### src/rtl/ppg_pkg.sv
// Shared types, constants and the sine table of the plasma pixel generator.
package ppg_pkg;

   // Field widths
   localparam int COORD_W  = 11;
   localparam int LIMIT_W  = 13;
   localparam int INDEX_W  = 7;
   localparam int COLOUR_W = 8;
   localparam int PHASE_W  = 8;

   // Default frame limits
   localparam int DEF_MAX_WIDTH  = 2048;
   localparam int DEF_MAX_HEIGHT = 2048;

   // Item action codes
   localparam logic [1:0] ACTION_BEGIN = 2'd0;
   localparam logic [1:0] ACTION_PIXEL = 2'd1;
   localparam logic [1:0] ACTION_END   = 2'd2;

   // Constant added to the four wave samples
   localparam logic [9:0] PLASMA_BIAS = 10'd50;

   // Per-frame phase steps, mod 256
   localparam logic [PHASE_W-1:0] ROW_A_STEP    = 8'd252;
   localparam logic [PHASE_W-1:0] ROW_B_STEP    = 8'd3;
   localparam logic [PHASE_W-1:0] COLUMN_A_STEP = 8'd254;
   localparam logic [PHASE_W-1:0] COLUMN_B_STEP = 8'd1;

   typedef logic [PHASE_W-1:0] wave_table_type [0:255];

   // round(32 sin(k pi / 129)) for k = 0..64
   localparam logic [5:0] QUARTER_WAVE [0:64] = '{
       6'd0,  6'd1,  6'd2,  6'd2,  6'd3,  6'd4,  6'd5,  6'd5,
       6'd6,  6'd7,  6'd8,  6'd8,  6'd9,  6'd10, 6'd11, 6'd11,
       6'd12, 6'd13, 6'd14, 6'd14, 6'd15, 6'd16, 6'd16, 6'd17,
       6'd18, 6'd18, 6'd19, 6'd20, 6'd20, 6'd21, 6'd21, 6'd22,
       6'd22, 6'd23, 6'd24, 6'd24, 6'd25, 6'd25, 6'd26, 6'd26,
       6'd26, 6'd27, 6'd27, 6'd28, 6'd28, 6'd28, 6'd29, 6'd29,
       6'd29, 6'd30, 6'd30, 6'd30, 6'd31, 6'd31, 6'd31, 6'd31,
       6'd31, 6'd31, 6'd32, 6'd32, 6'd32, 6'd32, 6'd32, 6'd32,
       6'd32
   };

   // Build the 256-entry wave table at elaboration: 30 + 32 sin, wrapped to 8 bits
   function automatic wave_table_type build_wave_table();
      wave_table_type t;
      int k;
      int m;
      int val;
      for (int i = 0; i < 256; i++) begin
         k = (i <= 129) ? i : i - 129;
         m = (k <= 129 - k) ? k : 129 - k;
         val = int'(QUARTER_WAVE[m]);
         if (i <= 129) begin
            t[i] = PHASE_W'(30 + val);
         end else begin
            t[i] = PHASE_W'(30 - val);
         end
      end
      return t;
   endfunction

   localparam wave_table_type WAVE_TABLE = build_wave_table();

endpackage

### src/rtl/ppg_colour.sv
// Gradient palette lookup with palette cycling offset and doubling.
module ppg_colour
   import ppg_pkg::*;
(
   input  logic [INDEX_W-1:0]  palette_index,
   input  logic [COLOUR_W-1:0] palette_offset,
   output logic [COLOUR_W-1:0] red,
   output logic [COLOUR_W-1:0] green,
   output logic [COLOUR_W-1:0] blue
);

   logic [COLOUR_W-1:0] ramp;
   logic [COLOUR_W-1:0] base_red;
   logic [COLOUR_W-1:0] base_green;
   logic [COLOUR_W-1:0] base_blue;
   logic [COLOUR_W-1:0] sum_red;
   logic [COLOUR_W-1:0] sum_green;
   logic [COLOUR_W-1:0] sum_blue;

   // Four times the position within the half; 255 minus it is its complement
   assign ramp = {palette_index[5:0], 2'b00};

   // Blue to green in the lower half, green to red in the upper half
   always_comb begin
      if (palette_index[6]) begin
         base_red   = ramp;
         base_green = ~ramp;
         base_blue  = '0;
      end else begin
         base_red   = '0;
         base_green = ramp;
         base_blue  = ~ramp;
      end
   end

   // Add the cycling offset mod 256, then double mod 256
   assign sum_red   = base_red + palette_offset;
   assign sum_green = base_green + palette_offset;
   assign sum_blue  = base_blue + palette_offset;

   assign red   = {sum_red[COLOUR_W-2:0], 1'b0};
   assign green = {sum_green[COLOUR_W-2:0], 1'b0};
   assign blue  = {sum_blue[COLOUR_W-2:0], 1'b0};

endmodule

### src/rtl/plasma_pixel_generator.sv
// Plasma pixel generator: four-stage pipeline from pixel coordinates to colour.
//
// Input channel (req_): one item per transfer. A begin-frame item steps the
// palette offset, an end-frame item steps the four wave phases; neither gives
// a result. A pixel item inside the frame gives one result on the rsp_
// channel; a pixel outside MAX_WIDTH x MAX_HEIGHT and action code 3 are
// dropped without effect.
// Pipeline: ROM addresses, wave samples, plasma index, colour. A result is
// registered in s1, s2, s3 and the output stage in turn before rsp_ shows it,
// and items are taken at one per cycle for as long as the receiver keeps up.
// Frame items act on the phases and offset at their own transfer, so every
// pixel uses the values in force when it was accepted.
// Each stage holds its item while the next is full and stalled; empty stages
// still fill, so up to four results may be parked before req_stall rises.
// req_stall follows rsp_stall combinationally through the stage chain.
// Reset clears all valid bits, the four phases and the palette offset.
module plasma_pixel_generator
   import ppg_pkg::*;
#(
   parameter int MAX_WIDTH  = DEF_MAX_WIDTH,
   parameter int MAX_HEIGHT = DEF_MAX_HEIGHT
) (
   input  logic                clock,
   input  logic                reset,
   input  logic                req_valid,
   output logic                req_stall,
   input  logic [1:0]          req_action,
   input  logic [COORD_W-1:0]  req_pixel_x,
   input  logic [COORD_W-1:0]  req_pixel_y,
   output logic                rsp_valid,
   input  logic                rsp_stall,
   output logic [INDEX_W-1:0]  rsp_palette_index,
   output logic [COLOUR_W-1:0] rsp_red,
   output logic [COLOUR_W-1:0] rsp_green,
   output logic [COLOUR_W-1:0] rsp_blue
);

   localparam logic [LIMIT_W-1:0] WIDTH_LIMIT  = LIMIT_W'(MAX_WIDTH);
   localparam logic [LIMIT_W-1:0] HEIGHT_LIMIT = LIMIT_W'(MAX_HEIGHT);

   // Frame state
   logic [PHASE_W-1:0]  row_phase_a_ff, row_phase_a_in;
   logic [PHASE_W-1:0]  row_phase_b_ff, row_phase_b_in;
   logic [PHASE_W-1:0]  column_phase_a_ff, column_phase_a_in;
   logic [PHASE_W-1:0]  column_phase_b_ff, column_phase_b_in;
   logic [COLOUR_W-1:0] palette_offset_ff, palette_offset_in;

   // Pipeline stages
   logic                          s1_valid_ff, s1_valid_in;
   logic [3:0][PHASE_W-1:0]       s1_addr_ff, s1_addr_in;
   logic [COLOUR_W-1:0]           s1_offset_ff;
   logic                          s2_valid_ff;
   logic [3:0][PHASE_W-1:0]       s2_sample_ff, s2_sample_in;
   logic [COLOUR_W-1:0]           s2_offset_ff;
   logic                          s3_valid_ff;
   logic [INDEX_W-1:0]            s3_index_ff, s3_index_in;
   logic [COLOUR_W-1:0]           s3_offset_ff;
   logic                          rsp_valid_ff;
   logic [INDEX_W-1:0]            rsp_index_ff;
   logic [COLOUR_W-1:0]           rsp_red_ff, rsp_green_ff, rsp_blue_ff;
   logic [COLOUR_W-1:0]           red_in, green_in, blue_in;

   logic rsp_ready, s3_ready, s2_ready, s1_ready;
   logic req_transfer, in_frame;
   logic [9:0] plasma_sum;

   // Stage readiness: a stage loads when empty or when its item moves on
   assign rsp_ready = !rsp_valid_ff || !rsp_stall;
   assign s3_ready  = !s3_valid_ff || rsp_ready;
   assign s2_ready  = !s2_valid_ff || s3_ready;
   assign s1_ready  = !s1_valid_ff || s2_ready;
   assign req_stall = !s1_ready;

   assign req_transfer = req_valid && s1_ready;
   assign in_frame = ({2'b00, req_pixel_x} < WIDTH_LIMIT) &&
                     ({2'b00, req_pixel_y} < HEIGHT_LIMIT);

   // Step the frame state on begin- and end-frame transfers; let in-frame pixels in
   always_comb begin
      row_phase_a_in    = row_phase_a_ff;
      row_phase_b_in    = row_phase_b_ff;
      column_phase_a_in = column_phase_a_ff;
      column_phase_b_in = column_phase_b_ff;
      palette_offset_in = palette_offset_ff;
      s1_valid_in       = 1'b0;
      if (req_transfer) begin
         unique case (req_action)
            ACTION_BEGIN: begin
               palette_offset_in = palette_offset_ff + 8'd1;
            end
            ACTION_END: begin
               row_phase_a_in    = row_phase_a_ff + ROW_A_STEP;
               row_phase_b_in    = row_phase_b_ff + ROW_B_STEP;
               column_phase_a_in = column_phase_a_ff + COLUMN_A_STEP;
               column_phase_b_in = column_phase_b_ff + COLUMN_B_STEP;
            end
            ACTION_PIXEL: begin
               s1_valid_in = in_frame;
            end
            default: begin
               s1_valid_in = 1'b0;
            end
         endcase
      end
   end

   // Stage 1: wave ROM addresses, all mod 256
   assign s1_addr_in[0] = column_phase_a_ff + req_pixel_x[7:0];
   assign s1_addr_in[1] = column_phase_b_ff + {req_pixel_x[6:0], 1'b0};
   assign s1_addr_in[2] = row_phase_a_ff + req_pixel_y[7:0] + {req_pixel_y[6:0], 1'b0};
   assign s1_addr_in[3] = row_phase_b_ff + {req_pixel_y[5:0], 2'b00};

   // Stage 2: four table reads
   always_comb begin
      for (int i = 0; i < 4; i++) begin
         s2_sample_in[i] = WAVE_TABLE[s1_addr_ff[i]];
      end
   end

   // Stage 3: sum with bias, keep seven bits
   assign plasma_sum = PLASMA_BIAS + {2'b00, s2_sample_ff[0]} + {2'b00, s2_sample_ff[1]}
                     + {2'b00, s2_sample_ff[2]} + {2'b00, s2_sample_ff[3]};
   assign s3_index_in = plasma_sum[INDEX_W-1:0];

   // Stage 4: palette and cycling
   ppg_colour u_colour (
      .palette_index  (s3_index_ff),
      .palette_offset (s3_offset_ff),
      .red            (red_in),
      .green          (green_in),
      .blue           (blue_in)
   );

   // Frame state and valid bits
   always_ff @(posedge clock) begin
      if (reset) begin
         row_phase_a_ff    <= '0;
         row_phase_b_ff    <= '0;
         column_phase_a_ff <= '0;
         column_phase_b_ff <= '0;
         palette_offset_ff <= '0;
         s1_valid_ff       <= 1'b0;
         s2_valid_ff       <= 1'b0;
         s3_valid_ff       <= 1'b0;
         rsp_valid_ff      <= 1'b0;
      end else begin
         row_phase_a_ff    <= row_phase_a_in;
         row_phase_b_ff    <= row_phase_b_in;
         column_phase_a_ff <= column_phase_a_in;
         column_phase_b_ff <= column_phase_b_in;
         palette_offset_ff <= palette_offset_in;
         if (s1_ready) begin
            s1_valid_ff <= s1_valid_in;
         end
         if (s2_ready) begin
            s2_valid_ff <= s1_valid_ff;
         end
         if (s3_ready) begin
            s3_valid_ff <= s2_valid_ff;
         end
         if (rsp_ready) begin
            rsp_valid_ff <= s3_valid_ff;
         end
      end
   end

   // Payload: advance with each stage, hold while stalled
   always_ff @(posedge clock) begin
      if (s1_ready) begin
         s1_addr_ff   <= s1_addr_in;
         s1_offset_ff <= palette_offset_ff;
      end
      if (s2_ready) begin
         s2_sample_ff <= s2_sample_in;
         s2_offset_ff <= s1_offset_ff;
      end
      if (s3_ready) begin
         s3_index_ff  <= s3_index_in;
         s3_offset_ff <= s2_offset_ff;
      end
      if (rsp_ready) begin
         rsp_index_ff <= s3_index_ff;
         rsp_red_ff   <= red_in;
         rsp_green_ff <= green_in;
         rsp_blue_ff  <= blue_in;
      end
   end

   assign rsp_valid         = rsp_valid_ff;
   assign rsp_palette_index = rsp_index_ff;
   assign rsp_red           = rsp_red_ff;
   assign rsp_green         = rsp_green_ff;
   assign rsp_blue          = rsp_blue_ff;

   // Frame items never enter the pipeline
   assert property (@(posedge clock) disable iff (reset)
      (req_transfer && req_action != ACTION_PIXEL) |=> !s1_valid_ff)
      else $error("frame item entered the pipeline");

   // An in-frame pixel always enters stage 1
   assert property (@(posedge clock) disable iff (reset)
      (req_transfer && req_action == ACTION_PIXEL && in_frame) |=> s1_valid_ff)
      else $error("pixel transfer lost at stage 1");

   // A begin-frame transfer steps the offset by exactly one
   assert property (@(posedge clock) disable iff (reset)
      (req_transfer && req_action == ACTION_BEGIN)
      |=> (palette_offset_ff == $past(palette_offset_ff) + 8'd1))
      else $error("palette offset not stepped");

   // A blocked stage 3 keeps its item
   assert property (@(posedge clock) disable iff (reset)
      (s3_valid_ff && !rsp_ready) |=> (s3_valid_ff && $stable(s3_index_ff)))
      else $error("stage 3 item changed under stall");

   // Pixels do not change the palette offset, row phase A or column phase B
   assert property (@(posedge clock) disable iff (reset)
      (req_transfer && req_action == ACTION_PIXEL)
      |=> ($stable(palette_offset_ff) && $stable(row_phase_a_ff)
           && $stable(column_phase_b_ff)))
      else $error("pixel altered frame state");

endmodule

### config.mk
export PLATFORM = sky130hd
export DESIGN_NAME = plasma_pixel_generator
export DESIGN_NICKNAME = d
export VERILOG_FILES = /design/src/rtl/ppg_pkg.sv /design/src/rtl/ppg_colour.sv /design/src/rtl/plasma_pixel_generator.sv
export SDC_FILE = /design/constraint.sdc
export NUM_CORES = 1
export LEC_CHECK = 0
export BUFFER_PORTS_ARGS = -buffer_cell sky130_fd_sc_hd__buf_2
export CAP_MARGIN = 25
export CORE_UTILIZATION = 45
export DETAILED_ROUTE_END_ITERATION = 7
export SYNTH_ARGS = -nofsm -noshare
export SYNTH_HDL_FRONTEND = slang
export SYNTH_SLANG_ARGS = --single-unit
### constraint.sdc
create_clock -name clock -period 4.02 [get_ports clock]
set_input_delay 0.201 -clock clock [delete_from_list [all_inputs] [get_ports clock]]
set_output_delay 0.201 -clock clock [all_outputs]
set_load 0.1 [all_outputs]
==> summary.txt <==
Detailed routing
  • 1st-iter DRT viols: 804
  • Drt drc: 0
  • First drt pass iteration count: 5
  • Met3 routed WL: 1670 um
  • Vias per inst: 5.70
  • Via count: 10.3k
  • Max layer used: met4
  • DR WL met2: 13,300 um
  • Total routed wirelength: 28,400 um
  • Met1 Wirelength: 13,000 um
  • DR WL/cell: 15.8 um
  • ANT nets after route: 0

STA
  • Period utilisation layout: 75.2%
  • Worst slew pin tran: 1.07 ns
  • Setup tns final: 0 ns
  • Final Skew: 0.0109 ns
  • RSZ-0062 raised after global routing: no
  • Slew HR: 28.9%
  • Final setup margin: 0.999 ns
  • Slew Viols, Final: 0
  • Final setup fails: 0
  • Hold Fails Final Rpt: 0
  • Max frequency: 331 MHz
  • Min Tclk post-route: 3.02 ns

Placed design
  • Port bufs: 51
  • DP HPWL: 20,100 um
  • Pre-CTS WS: 0.987 ns
  • GP Congestion: 0.890

Pwr
  • Lkg Pwr: 5.67 nW
  • Clock network power share: 19.9%
  • Combinational cell fraction of total power: 49.1%
  • Pwr Density: 591 nW/um^2
  • VDD IR max: 0.000403 V
  • Sw Pwr: 3.68 mW
  • Register share of total power: 30.9%
  • Internal Power: 4.47 mW
  • Sw Ratio: 45.2%

Logic synthesis
  • Synth top area share: 27.6%
  • Post-synth top cells: 116 x a21oi_1, 116 x edfxtp_1, 116 x inv_1
  • Syn avg cell area: 8.89 sq um
  • Main synth FF type: edfxtp_1
  • Seq/Total Area, Yosys: 33.9%
  • Synth unique cells: 75
  • Post-synthesis async set-or-reset flop share: 0%
  • Post-synth EDFFs: 116
  • Total number of yosys warnings: 0
  • Post-synthesis cell count: 1,421
  • Mapped cell area: 12,600 sq um
  • #FFs+latches synth: 156
  • Cell taking the most area after synthesis: edfxtp_1
  • Synth top area cells: edfxtp_1 28%, ha_1 9.9%, dfxtp_1 6.3%

Global route
  • Vias in the first global route: 9,660
  • Largest net degree at the start of global routing: 44
  • Gr ovfl total: 0
  • Global-route wire length before repair: 47,600 um
  • Initial antenna violation count: 0
  • All-layer global routing usage: 20.4%

Critical path
  • Required @ worst endpoint: 4.20 ns
  • Worst path cell trace: fa_1 > inv_1 > fa_1 > inv_1 > ha_1 > ha_1 > inv_1 > fa_1 > inv_1 > a21o_1 > a21oi_1 > xnor2_1
  • Critical Path Fanout Max: 2
  • Critical Path Max Stage Delay: 0.55 ns
  • R2R cell count: 12
  • Reg2reg start: s2_sample_ff[2]
  • Crit end category: register
  • Critical path arrival: 3.20 ns
  • Crit path kind: reg2reg
  • Most used cell, CP: inv_1
  • Worst Setup SP: s2_sample_ff[2]
  • Slowest CP cell: fa_1
  • Setup crit start kind: register

Floorplan
  • Die W: 170 um
  • Starting density of the core: 46.3%
  • Row count: 60
  • Die area: 28,700 sq um
  • Core area: 27,300 sq um
  • DIE HEIGHT: 170 um
  • Top Ports: 61

Clock tree
  • CTS max path bufs: 2
  • Clock-pin slew on the worst setup and hold paths: 0.07 ns
  • H-tree depth: 4
  • TritonCTS Buffers: 17
  • CTS Root Cell: clkbuf_16
  • CTS tree: yes
  • Clock Sinks: 156
  • Later-pin clock latency in the skew report: 0.43 ns

Hold path
  • Hold path cells: 3
  • Worst hold start: rsp_stall
  • Hold WC Path Type: in2reg

Layout
  • Nets: 1,568
  • Layout area overhead: 9.14%
  • Fill cells: 2,542
  • ANT cells: 0
  • Share of layout cells above drive strength 1: 8.96%

Run
  • Max Cap Viol: 0

Outcome
  • Run status: completed
final timing paths:
| kind | endpoint | slack (ns) |
|---|---|---|
| setup / recovery | s3_index_ff[6] | 1.0 |
| hold / removal | rsp_valid | 0.04 |
| setup reg to reg | s3_index_ff[6] | 1.0 |
| hold reg to reg | s2_offset_ff[0] | 0.41 |
repair_timing:
item	in CTS	in global routing
endpoints found under the hold margin	2	0
setup buffers	0	0
resized for setup	0	0
hold buffers	2	0
stage by stage:
step                util, %  instances  hold slack (ns)  instance area [sq um]  power, mW
floorplan                 -       1423            0.300                  12600       5.75
global placement       48.1       1765            0.401                  13100       6.46
detailed placement     48.1       1765            0.405                  13100       6.52
CTS                    50.4       1799           0.0138                  13700       8.19
global route           50.6       1801           0.0526                  13800       8.75
finish                 50.6       1801           0.0389                  13800       8.15
sequential cells by signal (all words and copies together), names as in the netlist, 6 cells and up:
signal / flops
rsp_blue: 7
palette_offset_ff: 7
s3_index_ff: 7
s3_offset_ff: 7
rsp_green: 7
column_phase_b_ff: 8
row_phase_a_ff: 6
rsp_red: 7
rsp_palette_index: 7
row_phase_b_ff: 8
s1_offset_ff: 7
s2_offset_ff: 7
s2_sample_ff: 28
column_phase_a_ff: 7
s1_addr_ff: 32
cells by family after synthesis:
group | count (synthesis) | share of synthesized area (%)
compound gates | 442 | 22.8
flops | 156 | 33.9
mux | 24 | 2.51
xor+xnor | 89 | 6.17
fa+ha+maj | 124 | 13.7
other cells | 1 | 0.0297
simple gates | 362 | 13.8
buf+inv | 223 | 7.01
power by group through the flow:
stage	Combinational [mW]	Clock (mW)	Sequential, mW
final	4.00	1.62	2.52
after global routing	4.45	1.73	2.57
after CTS	3.96	1.67	2.56
after detailed placement	3.93	0	2.59
after global placement	3.88	0	2.58
after floorplan	2.42	0	3.33
per-layer routing:
metal  GRT usage, %  vias to the layer above
li1               -                     5120
met1           28.0                     4772
met2           32.6                      333
met3           3.43                       36
met4           6.38                        0
met5              0                        -
cell usage in the layout (no fill, tap or decap), types with 17 or more instances in the layout:
cell / synthesis / routed
inv_1: 116 / 116
a21oi_1: 116 / 116
edfxtp_1: 116 / 116
nor2_1: 108 / 108
o21ai_0: 107 / 107
ha_1: 100 / 100
nand2_1: 94 / 94
xnor2_1: 65 / 65
buf_2: 23 / 51
dfxtp_1: 40 / 40
nand2b_1: 30 / 30
a31oi_1: 27 / 27
o211ai_1: 25 / 25
nor2b_1: 24 / 24
nand3_1: 24 / 24
xor2_1: 24 / 24
fa_1: 24 / 24
nor3_1: 23 / 23
a21o_1: 22 / 22
buf_4: 3 / 20
a211oi_1: 18 / 18
mux2i_1: 17 / 17
clkbuf_16: 0 / 17
worst max-delay path, delay by kind of cell, from the launching register on:
kind / cells / cell delay [ns]
xor+xnor: 1 / 0.12
buf+inv: 4 / 0.21
compound gates: 2 / 0.17
fa+ha+maj: 5 / 1.87
flops: 1 / 0.41
final cells by class:
class	count	area, sq um	area share, %
sequential	156	4280	31.1
clock inverter	15	185	1.34
inverter	121	454	3.30
tap	372	465	3.38
timing repair buffer	76	500	3.63
clock buffer	17	425	3.09
multi-input combinational	1044	7470	54.2
Power figures use the tool's default switching activity.
